<file path="config.mk">
export PLATFORM = sky130hd
export DESIGN_NAME = sorted_timer_queue
export DESIGN_NICKNAME = d
export VERILOG_FILES = /design/src/design/stq_pkg.sv /design/src/design/stq_ram.sv /design/src/design/sorted_timer_queue.sv
export SDC_FILE = /design/constraint.sdc
export NUM_CORES = 2
export LEC_CHECK = 0
export ABC_AREA = 0
export BUFFER_PORTS_ARGS = -buffer_cell sky130_fd_sc_hd__buf_2
export CAP_MARGIN = 20
export CORE_ASPECT_RATIO = 1.4
export CORE_MARGIN = 5
export CORE_UTILIZATION = 25
export CTS_CLUSTER_DIAMETER = 60
export DETAILED_ROUTE_END_ITERATION = 6
export PLACE_DENSITY = 0.45
export SETUP_SLACK_MARGIN = 0.02
export SYNTH_ARGS = -nofsm -noshare
export SYNTH_HDL_FRONTEND = slang
export SYNTH_SLANG_ARGS = --single-unit
</file>
<file path="constraint.sdc">
create_clock -name clk -period 6.47 [get_ports clk]
set_input_delay 0.9705 -clock clk [delete_from_list [all_inputs] [get_ports clk]]
set_output_delay 0.9705 -clock clk [all_outputs]
set_load 0.03 [all_outputs]
</file>
<file path="src/design/stq_pkg.sv">
// Package for the sorted timer queue: opcodes, result kinds, state encoding.
package stq_pkg;

	localparam int SLOTS_DEF = 16;
	localparam int EXP_W = 64;
	localparam int DELTA_W = 32;
	localparam logic [31:0] MIN_DELTA_RST = 32'd1000;
	localparam logic [31:0] MAX_DELTA_RST = 32'hFFFF_FFFF;

	localparam logic [1:0] OP_ADD = 2'd0;
	localparam logic [1:0] OP_CANCEL = 2'd1;
	localparam logic [1:0] OP_DRIVE = 2'd2;

	localparam logic [1:0] KIND_FIRED = 2'd0;
	localparam logic [1:0] KIND_PROG = 2'd1;
	localparam logic [1:0] KIND_NOPROG = 2'd2;

	localparam logic REG_MIN = 1'b0;
	localparam logic REG_MAX = 1'b1;

	typedef enum logic [3:0] {
		ST_IDLE,
		ST_RM_RD,
		ST_RM_CHK,
		ST_INS_RD,
		ST_INS_EXP,
		ST_INS_CHK,
		ST_INS_WR,
		ST_DRV_RD,
		ST_DRV_EXP,
		ST_DRV_CHK,
		ST_CMP_RD,
		ST_CMP_WR,
		ST_PRG_RD,
		ST_PRG_EXP,
		ST_PRG_CHK
	} state_t;

endpackage

</file>
<file path="src/design/stq_ram.sv">
// Generic simple dual-port synchronous RAM (one write port, one read port) with registered read.
module stq_ram #(
	parameter int WIDTH = 8,
	parameter int DEPTH = 16
) (
	input  logic                     clk,
	input  logic                     we,
	input  logic [$clog2(DEPTH)-1:0] waddr,
	input  logic [WIDTH-1:0]         wdata,
	input  logic [$clog2(DEPTH)-1:0] raddr,
	output logic [WIDTH-1:0]         rdata
);
	logic [WIDTH-1:0] mem [DEPTH];

	always_ff @(posedge clk) begin
		if (we) mem[waddr] <= wdata;
		rdata <= mem[raddr];
	end
endmodule

</file>
<file path="src/design/sorted_timer_queue.sv">
// Sorted timer queue top level: config registers, sequencer, queue and expiry memories.
// Each transaction walks the ordered queue held in the order memory, one entry at a time.
// Removing a slot (cancel, or add of an active slot) reads and checks each queued entry in turn
// and moves the entries behind it up. An add then inserts from the tail, moving each later entry
// back one place until it stops behind an entry or at the head, then writes the slot. The program
// scan reads entries up to the first one still in the future. A drive reports each fired slot,
// stops at the first future entry, closes the gap by moving the remaining entries up, then runs
// the program scan. Each result is registered and on the ports in the cycle after it is computed,
// and busy falls in the cycle that shows the final result (last high). Results cannot be stalled.
// No two memory accesses to one entry overlap, so there is no forwarding.
module sorted_timer_queue
	import stq_pkg::*;
#(
	parameter int SLOTS = SLOTS_DEF
) (
	input  logic         clk,
	input  logic         arst_n,
	input  logic         psel,
	input  logic         penable,
	input  logic         pwrite,
	input  logic [2:0]   paddr,
	input  logic [31:0]  pwdata,
	output logic [31:0]  prdata,
	output logic         pready,
	input  logic         start,
	output logic         busy,
	input  logic [1:0]   op,
	input  logic [3:0]   slot,
	input  logic signed [EXP_W-1:0] expires,
	input  logic signed [EXP_W-1:0] now,
	output logic         strobe,
	output logic [1:0]   kind,
	output logic [3:0]   fired_slot,
	output logic [DELTA_W-1:0] delta,
	output logic         last
);
	localparam int AW = $clog2(SLOTS);
	localparam int LW = $clog2(SLOTS + 1);

	logic [31:0] min_q, max_q;
	state_t state_q, state_d;
	logic [SLOTS-1:0] active_q;
	logic [LW-1:0] len_q;
	logic [LW-1:0] idx_q;
	logic [LW-1:0] cnt_q; // slots fired by a drive
	logic found_q;
	logic [1:0] op_q;
	logic [AW-1:0] slot_q;
	logic [EXP_W-1:0] exp_q, now_q;
	logic [AW-1:0] cur_q; // slot read from queue memory
	logic strobe_q, last_q;
	logic [1:0] kind_q;
	logic [3:0] fired_q;
	logic [DELTA_W-1:0] delta_q;

	// memory ports
	logic q_we, e_we;
	logic [AW-1:0] q_wa, q_ra, e_wa, e_ra;
	logic [AW-1:0] q_wd, q_rd;
	logic [EXP_W-1:0] e_wd, e_rd;

	logic cfg_wr;
	logic accept;
	logic [7:0] slot_w, cur_w;
	logic [AW-1:0] slot_ix;
	logic slot_ok;
	logic [EXP_W-1:0] sgn;
	logic e_gt_exp, e_gt_now;
	logic [EXP_W-1:0] diff;
	logic lt_min, gt_max;
	logic [DELTA_W-1:0] dclamp;
	logic [LW-1:0] idx_inc, idx_dec;
	logic [LW:0] cmp_src;
	logic idx_end, cmp_done;
	logic emit_fire, emit_prog, emit_none;

	stq_ram #(.WIDTH(AW), .DEPTH(SLOTS)) u_order (
		.clk(clk), .we(q_we), .waddr(q_wa), .wdata(q_wd), .raddr(q_ra), .rdata(q_rd));
	stq_ram #(.WIDTH(EXP_W), .DEPTH(SLOTS)) u_expiry (
		.clk(clk), .we(e_we), .waddr(e_wa), .wdata(e_wd), .raddr(e_ra), .rdata(e_rd));

	// APB
	assign pready = 1'b1;
	assign cfg_wr = psel && penable && pwrite;
	always_comb begin
		case (paddr[2])
			REG_MIN: prdata = min_q;
			REG_MAX: prdata = max_q;
			default: prdata = min_q;
		endcase
	end
	always_ff @(posedge clk or negedge arst_n) begin
		if (!arst_n) begin
			min_q <= MIN_DELTA_RST;
			max_q <= MAX_DELTA_RST;
		end else if (cfg_wr) begin
			if (paddr[2] == REG_MIN) min_q <= pwdata;
			else max_q <= pwdata;
		end
	end

	assign busy = (state_q != ST_IDLE);
	assign accept = start && !busy;

	assign slot_w = {4'd0, slot};
	assign slot_ix = slot_w[AW-1:0];
	assign slot_ok = ({28'd0, slot} < 32'(SLOTS));
	assign cur_w = 8'(cur_q);

	// signed compares via sign flip
	assign sgn = {1'b1, {(EXP_W-1){1'b0}}};
	assign e_gt_exp = (e_rd ^ sgn) > (exp_q ^ sgn);
	assign e_gt_now = (e_rd ^ sgn) > (now_q ^ sgn);

	// max first, then min: with min above max the result is always max
	assign diff = e_rd - now_q;
	assign lt_min = diff < {32'd0, min_q};
	assign gt_max = diff > {32'd0, max_q};
	always_comb begin
		if (min_q > max_q || gt_max) dclamp = max_q;
		else if (lt_min) dclamp = min_q;
		else dclamp = diff[DELTA_W-1:0];
	end

	assign idx_inc = idx_q + LW'(1);
	assign idx_dec = idx_q - LW'(1);
	assign cmp_src = {1'b0, idx_q} + {1'b0, cnt_q};
	assign idx_end = (idx_q >= len_q);
	assign cmp_done = (cnt_q == '0) || (cmp_src >= {1'b0, len_q});

	always_comb begin
		state_d = state_q;
		q_we = 1'b0;
		q_wa = AW'(idx_q);
		q_wd = cur_q;
		q_ra = AW'(idx_q);
		e_we = 1'b0;
		e_wa = slot_q;
		e_wd = exp_q;
		e_ra = cur_q;
		emit_fire = 1'b0;
		emit_prog = 1'b0;
		emit_none = 1'b0;
		case (state_q)
			ST_IDLE: begin
				if (accept) begin
					case (op)
						OP_ADD: begin
							if (slot_ok)
								state_d = active_q[slot_ix] ? ST_RM_RD : ST_INS_RD;
						end
						OP_CANCEL: begin
							if (slot_ok && active_q[slot_ix])
								state_d = ST_RM_RD;
						end
						OP_DRIVE: state_d = ST_DRV_RD;
						default: state_d = ST_IDLE;
					endcase
				end
			end
			ST_RM_RD: begin
				if (idx_end) state_d = (op_q == OP_ADD) ? ST_INS_RD : ST_PRG_RD;
				else state_d = ST_RM_CHK;
			end
			ST_RM_CHK: begin
				// entries behind the removed slot move up by one
				q_we = found_q;
				q_wa = AW'(idx_dec);
				q_wd = q_rd;
				state_d = ST_RM_RD;
			end
			ST_INS_RD: begin
				q_ra = AW'(idx_dec);
				state_d = (idx_q == '0) ? ST_INS_WR : ST_INS_EXP;
			end
			ST_INS_EXP: begin
				e_ra = q_rd;
				state_d = ST_INS_CHK;
			end
			ST_INS_CHK: begin
				// later expiry moves back one place; ties stay ahead
				if (e_gt_exp) begin
					q_we = 1'b1;
					state_d = ST_INS_RD;
				end else begin
					state_d = ST_INS_WR;
				end
			end
			ST_INS_WR: begin
				q_we = 1'b1;
				q_wd = slot_q;
				e_we = 1'b1;
				state_d = ST_PRG_RD;
			end
			ST_DRV_RD: state_d = idx_end ? ST_CMP_RD : ST_DRV_EXP;
			ST_DRV_EXP: begin
				e_ra = q_rd;
				state_d = ST_DRV_CHK;
			end
			ST_DRV_CHK: begin
				if (!e_gt_now) begin
					emit_fire = active_q[cur_q];
					state_d = ST_DRV_RD;
				end else begin
					state_d = ST_CMP_RD;
				end
			end
			ST_CMP_RD: begin
				q_ra = AW'(cmp_src);
				state_d = cmp_done ? ST_PRG_RD : ST_CMP_WR;
			end
			ST_CMP_WR: begin
				q_we = 1'b1;
				q_wd = q_rd;
				state_d = ST_CMP_RD;
			end
			ST_PRG_RD: begin
				if (idx_end) begin
					emit_none = 1'b1;
					state_d = ST_IDLE;
				end else begin
					state_d = ST_PRG_EXP;
				end
			end
			ST_PRG_EXP: begin
				e_ra = q_rd;
				state_d = ST_PRG_CHK;
			end
			ST_PRG_CHK: begin
				if (active_q[cur_q] && e_gt_now) begin
					emit_prog = 1'b1;
					state_d = ST_IDLE;
				end else begin
					state_d = ST_PRG_RD;
				end
			end
			default: state_d = ST_IDLE;
		endcase
	end

	always_ff @(posedge clk or negedge arst_n) begin
		if (!arst_n) state_q <= ST_IDLE;
		else state_q <= state_d;
	end

	assign strobe = strobe_q;
	assign kind = kind_q;
	assign fired_slot = fired_q;
	assign delta = delta_q;
	assign last = last_q;

	always_ff @(posedge clk or negedge arst_n) begin
		if (!arst_n) begin
			active_q <= '0;
			len_q <= '0;
			idx_q <= '0;
			cnt_q <= '0;
			found_q <= 1'b0;
			strobe_q <= 1'b0;
			kind_q <= KIND_NOPROG;
			fired_q <= '0;
			delta_q <= '0;
			last_q <= 1'b0;
		end else begin
			case (state_q)
				ST_IDLE: begin
					if (accept) begin
						found_q <= 1'b0;
						if (op == OP_ADD && slot_ok && !active_q[slot_ix]) idx_q <= len_q;
						else idx_q <= '0;
						if (op == OP_ADD && slot_ok) active_q[slot_ix] <= 1'b1;
						else if (op == OP_CANCEL && slot_ok) active_q[slot_ix] <= 1'b0;
					end
				end
				ST_RM_RD: begin
					if (idx_end) begin
						len_q <= len_q - LW'(found_q);
						idx_q <= (op_q == OP_ADD) ? len_q - LW'(found_q) : '0;
					end
				end
				ST_RM_CHK: begin
					if (q_rd == slot_q) found_q <= 1'b1;
					idx_q <= idx_inc;
				end
				ST_INS_CHK: begin
					if (e_gt_exp) idx_q <= idx_dec;
				end
				ST_INS_WR: begin
					len_q <= len_q + LW'(1);
					idx_q <= '0;
				end
				ST_DRV_RD: begin
					if (idx_end) begin
						cnt_q <= idx_q;
						idx_q <= '0;
					end
				end
				ST_DRV_CHK: begin
					if (!e_gt_now) begin
						active_q[cur_q] <= 1'b0;
						idx_q <= idx_inc;
					end else begin
						cnt_q <= idx_q;
						idx_q <= '0;
					end
				end
				ST_CMP_RD: begin
					if (cmp_done) begin
						len_q <= len_q - cnt_q;
						idx_q <= '0;
					end
				end
				ST_CMP_WR: idx_q <= idx_inc;
				ST_PRG_CHK: begin
					if (!emit_prog) idx_q <= idx_inc;
				end
				default: ;
			endcase

			strobe_q <= emit_fire | emit_prog | emit_none;
			if (emit_fire) begin
				kind_q <= KIND_FIRED;
				fired_q <= cur_w[3:0];
				delta_q <= '0;
				last_q <= 1'b0;
			end else if (emit_prog) begin
				kind_q <= KIND_PROG;
				fired_q <= '0;
				delta_q <= dclamp;
				last_q <= 1'b1;
			end else if (emit_none) begin
				kind_q <= KIND_NOPROG;
				fired_q <= '0;
				delta_q <= '0;
				last_q <= 1'b1;
			end
		end
	end

	always_ff @(posedge clk) begin
		if (accept) begin
			op_q <= op;
			slot_q <= slot_ix;
			exp_q <= expires;
			now_q <= now;
		end
		if (state_q == ST_INS_EXP || state_q == ST_DRV_EXP || state_q == ST_PRG_EXP)
			cur_q <= q_rd;
	end

`ifndef SYNTHESIS
	a_len_bound: assert property (@(posedge clk) disable iff (!arst_n)
		len_q <= LW'(SLOTS))
		else $error("queue length above slot count");
	a_strobe_busy: assert property (@(posedge clk) disable iff (!arst_n)
		strobe |-> $past(state_q) != ST_IDLE)
		else $error("result without a transaction in flight");
	a_kind_legal: assert property (@(posedge clk) disable iff (!arst_n)
		strobe |-> (kind == KIND_FIRED || kind == KIND_PROG || kind == KIND_NOPROG))
		else $error("illegal result kind");
	a_fired_not_last: assert property (@(posedge clk) disable iff (!arst_n)
		(strobe && kind == KIND_FIRED) |-> !last)
		else $error("fired result marked last");
	a_last_gap: assert property (@(posedge clk) disable iff (!arst_n)
		(strobe && last) |=> !strobe)
		else $error("result right after the final one");
`endif
endmodule
</file>
After elaboration in Yosys (flattened, before gate mapping)
Memories as Yosys holds them, arrays and structs flattened. A register that Yosys moved wholly into a read port is not among the register bits. Cells that the tools add are included.

Word-level logic and storage cells: 191. Register bits after elaboration: 278. Output and inout bits: 74. RAM bits: 1088. Memories kept: 2.

Multiplexer cells: 78. Bitwise gates (word level): 11. Add/sub/neg operators: 7. $lt $le $gt $ge: 11. Reductions and logical operators: 36. Equality and inequality tests: 28.

Memories: u_expiry.mem (words 16, bits a word 64, read ports 1, clocked after memory_dff 1, write ports 1, line stq_ram.sv:13) `logic [WIDTH-1:0] mem [DEPTH];`; u_order.mem (words 16, bits a word 4, read ports 1, clocked after memory_dff 1, write ports 1, line stq_ram.sv:13).

Operator list (number): 32-bit 2-to-1 mux (5); 64-bit > comparator (2); 5-bit 2-to-1 mux (13); 64-bit by 32-bit > comparator with 1-bit output (1); 64-bit by 32-bit less-than comparator with 1-bit output (1); 16-bit 2-to-1 mux (4); 32-bit case mux with 2 select lines (1); 64-bit subtractor (1); 4-bit case mux with 15 select lines (1); 4-bit 2-to-1 mux (12); 5-bit case mux with 9 select lines (1); 16-bit AND (2); 32-bit > comparator (1); 16-bit NOT (2); 16-bit case mux with 2 select lines (1); 4-bit == test (second input constant) (7); 1-bit 2-to-1 mux (21); 2-bit inequality test (second input constant) (9); 4-bit by 3-bit == test with 1-bit output (second input constant) (4); 16-bit bitwise OR (1); 4-bit case mux with 2 select lines (2); 5-bit case mux with 3 select lines (1); 2-bit 2-to-1 mux (6); 4-bit case mux with 3 select lines (1); 39 further kinds (71).

Depth between registers and ports, before layout
Depth after elaboration: 10. Depth in mapped cells: 24.

By module
A second synthesis with hierarchy kept.

Cell total of the unflattened synthesis: 4097. Area, all modules: 64020.2 µm².

Modules (own cells, without submodules): stq_ram (u_expiry) (times used 1, cells an instance 1647, area each 39581.7 µm²); sorted_timer_queue (times used 1, cells an instance 2320, area each 21772.1 µm²); stq_ram (u_order) (times used 1, cells an instance 130, area each 2666.3 µm²).

Worst setup path after synthesis
Ideal clock, no wire load.

Kind: flip-flop to flip-flop. Start point: register state_q[1]. End point: memory u_expiry.mem[0][0] in the netlist's numbering, enable pin. Setup time: 0.564 ns. Stages on the path, launching flop included: 6. Data arrival time: 5.690 ns. Slack: 0.215 ns. Path buffers: 2. Clock period less this slack: 6.255 ns. Path through: dfrtp_1 > clkbuf_1 > nand2b_1 > clkbuf_1 > or4_1 > nor3_1.

Longest elaborated chain between the ends: 4.

Ends and longest elaborated chain: start: declaration (line sorted_timer_queue.sv:41) `state_t state_q, state_d;`; start signal: assignment (line sorted_timer_queue.sv:243) `else state_q <= state_d;`; 4-bit by 3-bit == test with 1-bit output (line sorted_timer_queue.sv:144) `case (state_q)`; 1-bit 2-to-1 mux (line sorted_timer_queue.sv:144); 1-bit 2-to-1 mux (line stq_ram.sv:16) `if (we) mem[waddr] <= wdata;`; 1-bit 2-to-1 mux (implied by the code) (line stq_ram.sv:16); end: declaration (line stq_ram.sv:13).

No other way between the ends.

Worst setup path after layout
Start point: register now_q[0]. End point: register delta_q[1] (netlist: delta[1]).

Longest elaborated chain between the ends: 6.

Ends and longest elaborated chain: start: declaration (line sorted_timer_queue.sv:49) `logic [EXP_W-1:0] exp_q, now_q;`; start signal: assignment (line sorted_timer_queue.sv:345) `now_q <= now;`; 64-bit subtractor / 64-bit > comparator (equally long branches) (line sorted_timer_queue.sv:116, sorted_timer_queue.sv:113); 64-bit by 32-bit less-than comparator with 1-bit output (tied with other cells) (line sorted_timer_queue.sv:117) `assign lt_min = diff < {32'd0, min_q};`; 32-bit 2-to-1 mux (tied with other cells) (line sorted_timer_queue.sv:121) `else if (lt_min) dclamp = min_q;`; 32-bit 2-to-1 mux / 1-bit 2-to-1 mux (equally long branches) (line sorted_timer_queue.sv:120, sorted_timer_queue.sv:144); 32-bit 2-to-1 mux (line sorted_timer_queue.sv:326) `end else if (emit_prog) begin`; 32-bit 2-to-1 mux (line sorted_timer_queue.sv:321) `if (emit_fire) begin`; end signal: assignment (line sorted_timer_queue.sv:329) `delta_q <= dclamp;`; end: declaration (line sorted_timer_queue.sv:54) `logic [DELTA_W-1:0] delta_q;`.

Several ways; a longest one is shown, not always the timed one. A chain may end at the register's enable or synchronous reset.

==> metrics.cfg <==
[grt]
grt_pass1_wl_um=292000
track_usage=0.1483
grt_pass1_vias=40210
grt_overflow=0
antenna_found_initial=30
grt_max_degree=129

[clock_network]
cts_tree=built
clk_path_buf_depth=4
postCtsSetupBuffers=0
clk_pin_slew_ns=0.06
cts_made_buffers=162
clock_latency_ns=0.82
root_buffer=clkbuf_16
cts.sinks=1434
ctsHoldBuffers=0
htree_levels=4
ctsResizeCount=0

[setup_path]
crit_slowest_cell=xor2_1
cp-end-kind=flip-flop
crit_path_frequent_cell=a21oi_1
crit_path_max_incr_delay_ns=0.42
r2r_cells=24
worstReg2RegStart=now_q[0]
reg2reg_to=delta[1]
crit_chain=ha_1 -> fa_1 -> nand2b_1 -> a21oi_1 -> o21ai_1 -> nand2_1 -> a21oi_1 -> o31ai_1 -> xor2_1 -> buf_4 -> ha_1 -> nand4_1 -> nor2_2 -> nand3_1 -> nor2_1 -> a21oi_1 -> or3_1 -> nor4_1 -> nand4_1 -> buf_4 -> nor4_4 -> buf_12 -> o2111ai_1 -> a32o_1
cp.arrival_ns=6.79
cp.required_ns=7.17
rrSetupSlack_ns=0.37
crit_type=flip-flop to flip-flop
path_max_fanout=32
start_kind=flip-flop

[synthesis]
syn_avg_cell_area_um2=14.83
syn-cell-area_um2=64090
ys_types=87
synth_top_cell_by_area=edfxtp_1
ys_warn_count=0
synth_ff_type=edfxtp_1
synth-seq-area-share=0.6511
synth-seq-cells=1434
synth_top_area_frac=0.5744
synth_cells=4321
synth-edff-count=1226
async_flop_share=0.09763
syn_nets=4746
synth_area_leaders=edfxtp_1, mux4_2, ha_1

[floorplanning]
core_area_um2=256000
rows=220
die_width_um=437.9
start_util=0.2504
die_h_um=609.1
die_area_um2=266700
boundaryPins=249

[sta]
relSlewSlack=0.2950
final_hold_viol_count=0
setup_viol=0
drv_slew=0
rsz0062_at_grt=no
worstMarginPinSlew_ns=1.058
max_freq_mhz=164.0
setup_slack_ns=0.3735
fin_crit_ns=6.097
finalSetupTns_ns=0
clock_skew_ns=0.08422
period_share=0.9423
hold_ws_ns=0.2557

[layout]
synthToLayoutAreaGrowth_pct=17.77
finalNonFillerCells=8110
fillerInstances=25750
stdcell_area_um2=75480
layout_common_cells=edfxtp_1, nand2_1, mux4_2
nets=5076
layout-drive-gt1-share=0.2168
layout_commonest_cell=edfxtp_1
final_util=0.2948

[place]
hpwlAfterDp_um=133600
placed_cells=7812
postPlaceCellArea_um2=70130
pre_cts_ws_ns=0.2284
place.gp.congestion=0.8889
port_buffers=245

[job]
maxCapViolations=0

[route]
drcViolationCount=0
drt-wirelength-per-cell_um=25.04
drt_iter0_drc=2899
first_pass_iters=5
postRouteAntennaNets=0
routed_wirelength_um=203100
vias_per_cell=4.811
via_count=39020

[status]
outcome=finished, final reports clean

[power_and_ir_drop]
ir_drop_mv=0.4635
finalPower_mw=37.39
p_leak_nw=26.45
power_density_nw_per_um2=495.3

[min_path]
hold_class=input port to async pin

## layout make-up
class / count / area, µm² / area share
Clock inverter: 92 / 927.1 / 0.01228
Antenna cell: 7 / 17.52 / 0.0002321
Sequential cell: 1434 / 41730 / 0.5529
Timing Repair Buffer: 373 / 2580 / 0.03418
Multi-Input combinational cell: 2458 / 20920 / 0.2772
Inverter: 222 / 840.8 / 0.01114
Clock buffer: 194 / 4297 / 0.05693
Tap cell: 3330 / 4167 / 0.05520
## synth_stat cells, types with 9 or more instances
master	n
buf_1	43
mux2_2	70
a32o_1	30
o21ai_1	48
a21o_1	59
clkbuf_1	145
o211ai_1	22
dfxtp_1	68
or2_2	9
nor2b_1	22
edfxtp_1	1226
nand2_1	353
nand2b_1	30
mux2i_1	41
and2_1	72
dfrtp_1	101
xnor2_1	33
ha_1	247
nand4_1	70
inv_1	220
a31oi_1	106
mux4_2	266
nand3_1	65
o21ai_0	168
buf_2	15
or3_1	15
a211oi_1	95
o21a_1	28
nor2_1	168
xor2_1	31
nor3_1	42
a21oi_1	184
nor4_1	20
dfstp_2	39
## power by group
part           total, mW  switching (mW)  internal, mW  leakage, nW
Sequential          12.1           0.947          11.1         13.3
Combinational       16.1            9.76          6.36         10.5
Clock               9.20            3.84          5.36         2.56
## cells by family (layout without fill, tap and decap cells)
| logic type | count (synthesis) | in the layout | share of synthesized area |
|---|---|---|---|
| other cells | 1 | 8 | 0.00005851 |
| compound gates | 854 | 854 | 0.08531 |
| simple gates | 911 | 911 | 0.06745 |
| flops | 1434 | 1434 | 0.6511 |
| mux | 378 | 378 | 0.1124 |
| fa+ha+maj | 250 | 250 | 0.04916 |
| xor+xnor | 64 | 64 | 0.008746 |
| buf+inv | 429 | 881 | 0.02583 |
## flip-flops by register name, indices dropped and copies added (netlist names), 32 cells and up, named ones only
register	cells
u_expiry.rdata	64
min_q	32
now_q	64
max_q	32
u_order.mem	64
u_expiry.mem	1024
delta	32
e_wd	64
## how the worst max path moves through the flow
stage / startpoint / endpoint / slack (ns) / depth (start not counted)
after floorplan: state_q[1] / u_expiry.mem[0][0] / 0.22 / 5
after global placement: now_q[0] / delta[1] / 0.28 / 23
after detailed placement: now_q[0] / delta[1] / 0.23 / 23
after CTS: now_q[0] / delta[1] / 0.25 / 23
after global routing: now_q[0] / delta[25] / 0.08 / 24
final: now_q[0] / delta[1] / 0.37 / 24
## per-layer routing
layer,up-vias,global-route usage,part of all wire
met3,259,0.01816,0.047
met2,1062,0.2617,0.50
li1,17500,-,-
met4,10,0.03415,0.021
met5,-,0,0.00030
met1,20180,0.1943,0.43
## critical path: cells and delay by family (launching register included)
family	cells	cell delay, ns
simple gates	10	2.18
flops	1	0.36
compound gates	7	1.51
buf+inv	3	0.69
xor+xnor	1	0.42
fa+ha+maj	3	0.80
Power figures use the tool's default switching activity.
